===== config.mk =====
export PLATFORM = sky130hd
export DESIGN_NAME = dcha_ctrl
export DESIGN_NICKNAME = d
export VERILOG_FILES = /design/src/dcha_pkg.sv /design/src/dcha_ctrl.sv
export SDC_FILE = /design/constraint.sdc
export NUM_CORES = 1
export LEC_CHECK = 0
export BUFFER_PORTS_ARGS = -buffer_cell sky130_fd_sc_hd__buf_4
export CORE_AREA = 2 2 39 41
export CTS_CLUSTER_DIAMETER = 50
export DETAILED_ROUTE_END_ITERATION = 8
export DIE_AREA = 0 0 41 43
export HOLD_SLACK_MARGIN = 0.1
export PLACE_DENSITY_LB_ADDON = 0.15
export SETUP_SLACK_MARGIN = 0.5
export SYNTH_ARGS = -nofsm -noshare
export SYNTH_HDL_FRONTEND = slang
export SYNTH_SLANG_ARGS = --single-unit

===== constraint.sdc =====
create_clock -name clk -period 1.78 [get_ports clk]
set_clock_uncertainty 0.2 [all_clocks]
set_input_delay 0.089 -clock clk [delete_from_list [all_inputs] [get_ports clk]]
set_output_delay 0.089 -clock clk [all_outputs]
set_load 0.01 [all_outputs]

===== src/dcha_pkg.sv =====
// Shared widths, reset values, codes and controller/datapath interface types.
package dcha_pkg;

  localparam int SIZE_W   = 10;
  localparam int OFF_W    = 4;
  localparam int POS_W    = 16;
  localparam int NUM_W    = 18;
  localparam int IDX_W    = 4;
  localparam int PLANE_W  = 3;
  localparam int CELL_W   = 15;
  localparam int CHG_W    = 24;
  localparam int TIME_W   = 32;
  localparam int STEP_W   = 16;
  localparam int ENERGY_W = 16;
  localparam int KIND_W   = 2;
  localparam int PADDR_W  = 4;
  localparam int PDATA_W  = 32;

  localparam logic [SIZE_W-1:0] CELL_WIDTH_RST    = 10'd126;
  localparam logic [SIZE_W-1:0] CELL_HEIGHT_RST   = 10'd123;
  localparam logic [OFF_W-1:0]  COLUMN_OFFSET_RST = 4'd6;
  localparam logic [OFF_W-1:0]  ROW_OFFSET_RST    = 4'd5;

  typedef enum logic [1:0] {
    REG_CELL_WIDTH    = 2'd0,
    REG_CELL_HEIGHT   = 2'd1,
    REG_COLUMN_OFFSET = 2'd2,
    REG_ROW_OFFSET    = 2'd3
  } reg_idx_t;

  typedef enum logic [KIND_W-1:0] {
    KIND_POINT = 2'd0,
    KIND_HIT   = 2'd1,
    KIND_OVF   = 2'd2,
    KIND_EMPTY = 2'd3
  } kind_t;

  typedef struct packed {
    logic  load;
    logic  acc;
    logic  div_start;
    logic  scan_clr;
    logic  scan_go;
    logic  find;
    logic  merge_wr;
    logic  append_wr;
    logic  fill_clr;
    logic  run_clr;
    logic  emit;
    kind_t emit_kind;
    logic  emit_last;
  } dp_cmd_t;

  typedef struct packed {
    logic leave;
    logic run_nz;
    logic div_done;
    logic hit_now;
    logic miss;
    logic pend;
    logic scan_more;
    logic full;
  } dp_stat_t;

endpackage


===== src/dcha_ctrl.sv =====
// Sequencing state machine for steps, table search and end-of-event readout.
module dcha_ctrl (
  input  logic               clk,
  input  logic               rst_n,
  input  logic               start,
  input  logic               in_command,
  input  dcha_pkg::dp_stat_t stat,
  output dcha_pkg::dp_cmd_t  cmd,
  output logic               busy
);
  import dcha_pkg::*;

  typedef enum logic [2:0] {
    ST_IDLE,
    ST_ACC,
    ST_CHK,
    ST_DIVW,
    ST_SEARCH,
    ST_OVF,
    ST_DUMP
  } state_t;

  state_t state_r, state_nxt;
  logic   busy_r;

  always_comb begin
    cmd       = '0;
    state_nxt = state_r;
    case (state_r)
      ST_IDLE: begin
        if (start) begin
          cmd.load = 1'b1;
          if (in_command) begin
            cmd.scan_clr = 1'b1;
            state_nxt    = ST_DUMP;
          end else begin
            state_nxt = ST_ACC;
          end
        end
      end
      ST_ACC: begin
        cmd.acc   = 1'b1;
        state_nxt = ST_CHK;
      end
      ST_CHK: begin
        if (stat.leave && stat.run_nz) begin
          cmd.div_start = 1'b1;
          state_nxt     = ST_DIVW;
        end else begin
          state_nxt = ST_IDLE;
        end
      end
      ST_DIVW: begin
        if (stat.div_done) begin
          cmd.scan_clr = 1'b1;
          state_nxt    = ST_SEARCH;
        end
      end
      ST_SEARCH: begin
        cmd.scan_go   = 1'b1;
        cmd.find      = 1'b1;
        cmd.emit_kind = KIND_POINT;
        if (stat.hit_now) begin
          cmd.merge_wr  = 1'b1;
          cmd.emit      = 1'b1;
          cmd.emit_last = 1'b1;
          cmd.run_clr   = 1'b1;
          state_nxt     = ST_IDLE;
        end else if (stat.miss) begin
          cmd.emit = 1'b1;
          if (stat.full) begin
            state_nxt = ST_OVF;
          end else begin
            cmd.append_wr = 1'b1;
            cmd.emit_last = 1'b1;
            cmd.run_clr   = 1'b1;
            state_nxt     = ST_IDLE;
          end
        end
      end
      ST_OVF: begin
        cmd.emit      = 1'b1;
        cmd.emit_kind = KIND_OVF;
        cmd.emit_last = 1'b1;
        cmd.run_clr   = 1'b1;
        state_nxt     = ST_IDLE;
      end
      ST_DUMP: begin
        cmd.scan_go = 1'b1;
        if (stat.pend) begin
          cmd.emit      = 1'b1;
          cmd.emit_kind = KIND_HIT;
          cmd.emit_last = !stat.scan_more;
          if (!stat.scan_more) begin
            cmd.fill_clr = 1'b1;
            cmd.run_clr  = 1'b1;
            state_nxt    = ST_IDLE;
          end
        end else if (!stat.scan_more) begin
          cmd.emit      = 1'b1;
          cmd.emit_kind = KIND_EMPTY;
          cmd.emit_last = 1'b1;
          cmd.fill_clr  = 1'b1;
          cmd.run_clr   = 1'b1;
          state_nxt     = ST_IDLE;
        end
      end
      default: begin
        state_nxt = ST_IDLE;
      end
    endcase
  end

  always_ff @(posedge clk) begin
    if (!rst_n) begin
      state_r <= ST_IDLE;
      busy_r  <= 1'b0;
    end else begin
      state_r <= state_nxt;
      busy_r  <= (state_nxt != ST_IDLE);
    end
  end

  assign busy = busy_r;

  a_busy_from_request: assert property (@(posedge clk) disable iff (!rst_n)
    $rose(busy_r) |-> $past(start))
    else $error("busy rose without a request");

  a_ovf_after_search: assert property (@(posedge clk) disable iff (!rst_n)
    (cmd.emit && cmd.emit_kind == KIND_OVF) |-> $past(state_r) == ST_SEARCH)
    else $error("overflow issued outside a table search");

endmodule


==> metrics.yaml <==
wl_met3_um: 84
cts.root.buffer_cell: "clkbuf_4"
setup_violations: 0
clock.fmax_mhz: 592
syn_inst: 52
io-pin-count: 27
fillers: 115
synth_top_area_cell: "dfxtp_1"
wl_met2_um: 729
clk_latency_ns: 0.23
power.density_nw_per_um2: 485
status: "completed"
period_share: 0.949
dr.first_iter.drc_count: 3
diodes: 0
routabilityCongestion: 0.739
vdd_drop_max_mv: 0.357
viasPerCell: 4.95
wirelength_met1_um: 490
syn_area_sq_um: 385
num_vias: 549
nets: 109
clockBufferDepth: 2
grt_pass1_wl_um: 1850
p_leak_nw: 0.411
startpoint_type: "register"
dieArea_sq_um: 1760
track_usage: 0.149
regToRegSetupSlack_ns: 0.12
areaGrowthSynthToFinish_pct: 134
dieHeight_um: 43
die_w_um: 41
grt-ovfl-total: 0
multi_input_area_sq_um: 383
layout_common_cells: "buf_4, buf_6, nor2b_1"
highest_layer: "met4"
portBuffers: 26
wirelength_um: 1330
hold_start: "in_command"
power_frac_comb: 0.492
min_path_type: "in2reg"
relSlewSlack: 0.735
syn_nets: 64
numCtsBuffers: 3
arrival_ns: 1.40
seqPwrFrac: 0.254
reg2reg_from: "state_r[0]"
min_delay_worst_endpoint: "state_r[0]"
avgSynthCellArea_sq_um: 7.41
first_pass_iters: 3
synth_cell_types: 29
reg2reg_to: "busy"
rsz0062_at_grt: "true"
required_ns: 1.49
synth.area.top_cells: "dfxtp_1, nor2b_1, o21a_1"
start_util: 0.278
worst_pin_slew_ns: 0.397
cts_tree: "yes"
yosysWarnings: 0
worst_setup_path_end_kind: "output port"
critPathMaxFanout: 4
cts_htree_levels: 1
antenna_found_initial: 0
r2r_cells: 5
hpwl_um: 857
final_common_cell: "buf_4"
switching_power_mw: 0.136
fin_crit_ns: 1.69
hold_viol: 0
drive_above_1_share: 0.695
grt_pass1_vias: 477
regArea_sq_um: 91.3
synth-seq-area-share: 0.208
worstHoldPathCells: 3
synth_seq_cells: 4
clock_power_share: 0.254
maxCapViolations: 0
path_class: "reg2out"
grt_max_degree: 9
cts.sinks: 4
rows: 14
place_ws_ns: 0.154
core_area_sq_um: 1380
p_int_mw: 0.302
synth_top_cell_area_share: 0.208
setup_ws_ns: 0.0908
switching_share: 0.311
clk_pin_slew_worst_paths_ns: 0.04
wl_per_cell_um: 12.0
ant_nets: 0
remaining_drc_errors: 0
maxSlewViolCount: 0
fin_tns_setup_ns: 0
## power groups by stage
stage          registers [mW]  logic (mW)  clock network, mW
2_1_floorplan           0.108      0.0806                  0
3_3_place_gp            0.116       0.140                  0
3_5_place_dp            0.117       0.140                  0
4_1_cts                 0.109       0.190              0.117
5_1_grt                 0.113       0.233              0.121
6_report                0.111       0.215              0.111
## kinds of logic (layout without fill, tap and decap cells)
kind of cell    after synthesis  count (layout)  share of synthesized area
simple gates                 30              30                      0.490
buf+inv                       5              48                     0.0747
flops                         4               4                      0.208
compound gates               13              13                      0.227
## state kept, by name, summed over array words and instances (netlist names)
register	count
state_r	3
busy	1
## synth_stat cells (all sizes together)
master	n
a21boi	1
a21oi	4
and2	1
buf	3
clkbuf	1
dfxtp	4
inv	1
nand2	3
nand2b	3
nand3	1
nand3b	2
nand4b	1
nor2	4
nor2b	4
nor3	3
nor3b	1
nor4	2
nor4b	2
o21a	3
o21ai	1
o21bai	1
o31a	1
o31ai	1
o41ai	1
or2b	1
or3	1
or4bb	1
## repair_timing
action,in CTS,in global routing
buffers inserted,10,4
pin swaps,8,7
setup endpoints to repair,18,18
gates resized for setup,19,11
hold endpoints to repair,3,0
## metrics by stage
| stage | instance area, sq um | std cells | hold WS [ns] | utilization | total power, mW |
|---|---|---|---|---|---|
| 2_1_floorplan | 425 | 52 | 0.0145 | - | 0.189 |
| 3_3_place_gp | 642 | 94 | 0.267 | 0.464 | 0.256 |
| 3_5_place_dp | 642 | 94 | 0.266 | 0.464 | 0.257 |
| 4_1_cts | 825 | 107 | 0.0546 | 0.596 | 0.416 |
| 5_1_grt | 903 | 111 | 0.101 | 0.653 | 0.467 |
| 6_report | 903 | 111 | 0.0660 | 0.653 | 0.438 |
## layout make-up
type | instances | share of cell area
clock buffer | 3 | 0.0249
inverter | 1 | 0.00416
timing repair buffer | 44 | 0.424
sequential | 4 | 0.101
tap | 16 | 0.0222
multi-input combinational | 43 | 0.424
## worst max-delay path, cell delays in order (launching register included)
cell and delay, ns:
dfxtp_4 0.34, or4bb_1 0.52, a21oi_2 0.16, buf_4 0.14
## metal layers
metal / track usage / up-vias
met5: 0 / -
met4: 0.0800 / 0
met3: 0 / 4
met2: 0.263 / 19
met1: 0.168 / 249
li1: - / 277
## worst max path at each step
stage,from,endpoint,slack (ns),depth (start not counted)
after floorplan,state_r[0],busy,0.26,5
after global placement,state_r[0],busy,0.15,4
after detailed placement,state_r[0],busy,0.15,4
after CTS,state_r[1],cmd[10],0.08,3
after global routing,state_r[1],busy,0.03,6
final,state_r[1],cmd[10],0.09,3
(Power assumes the default switching activity.)
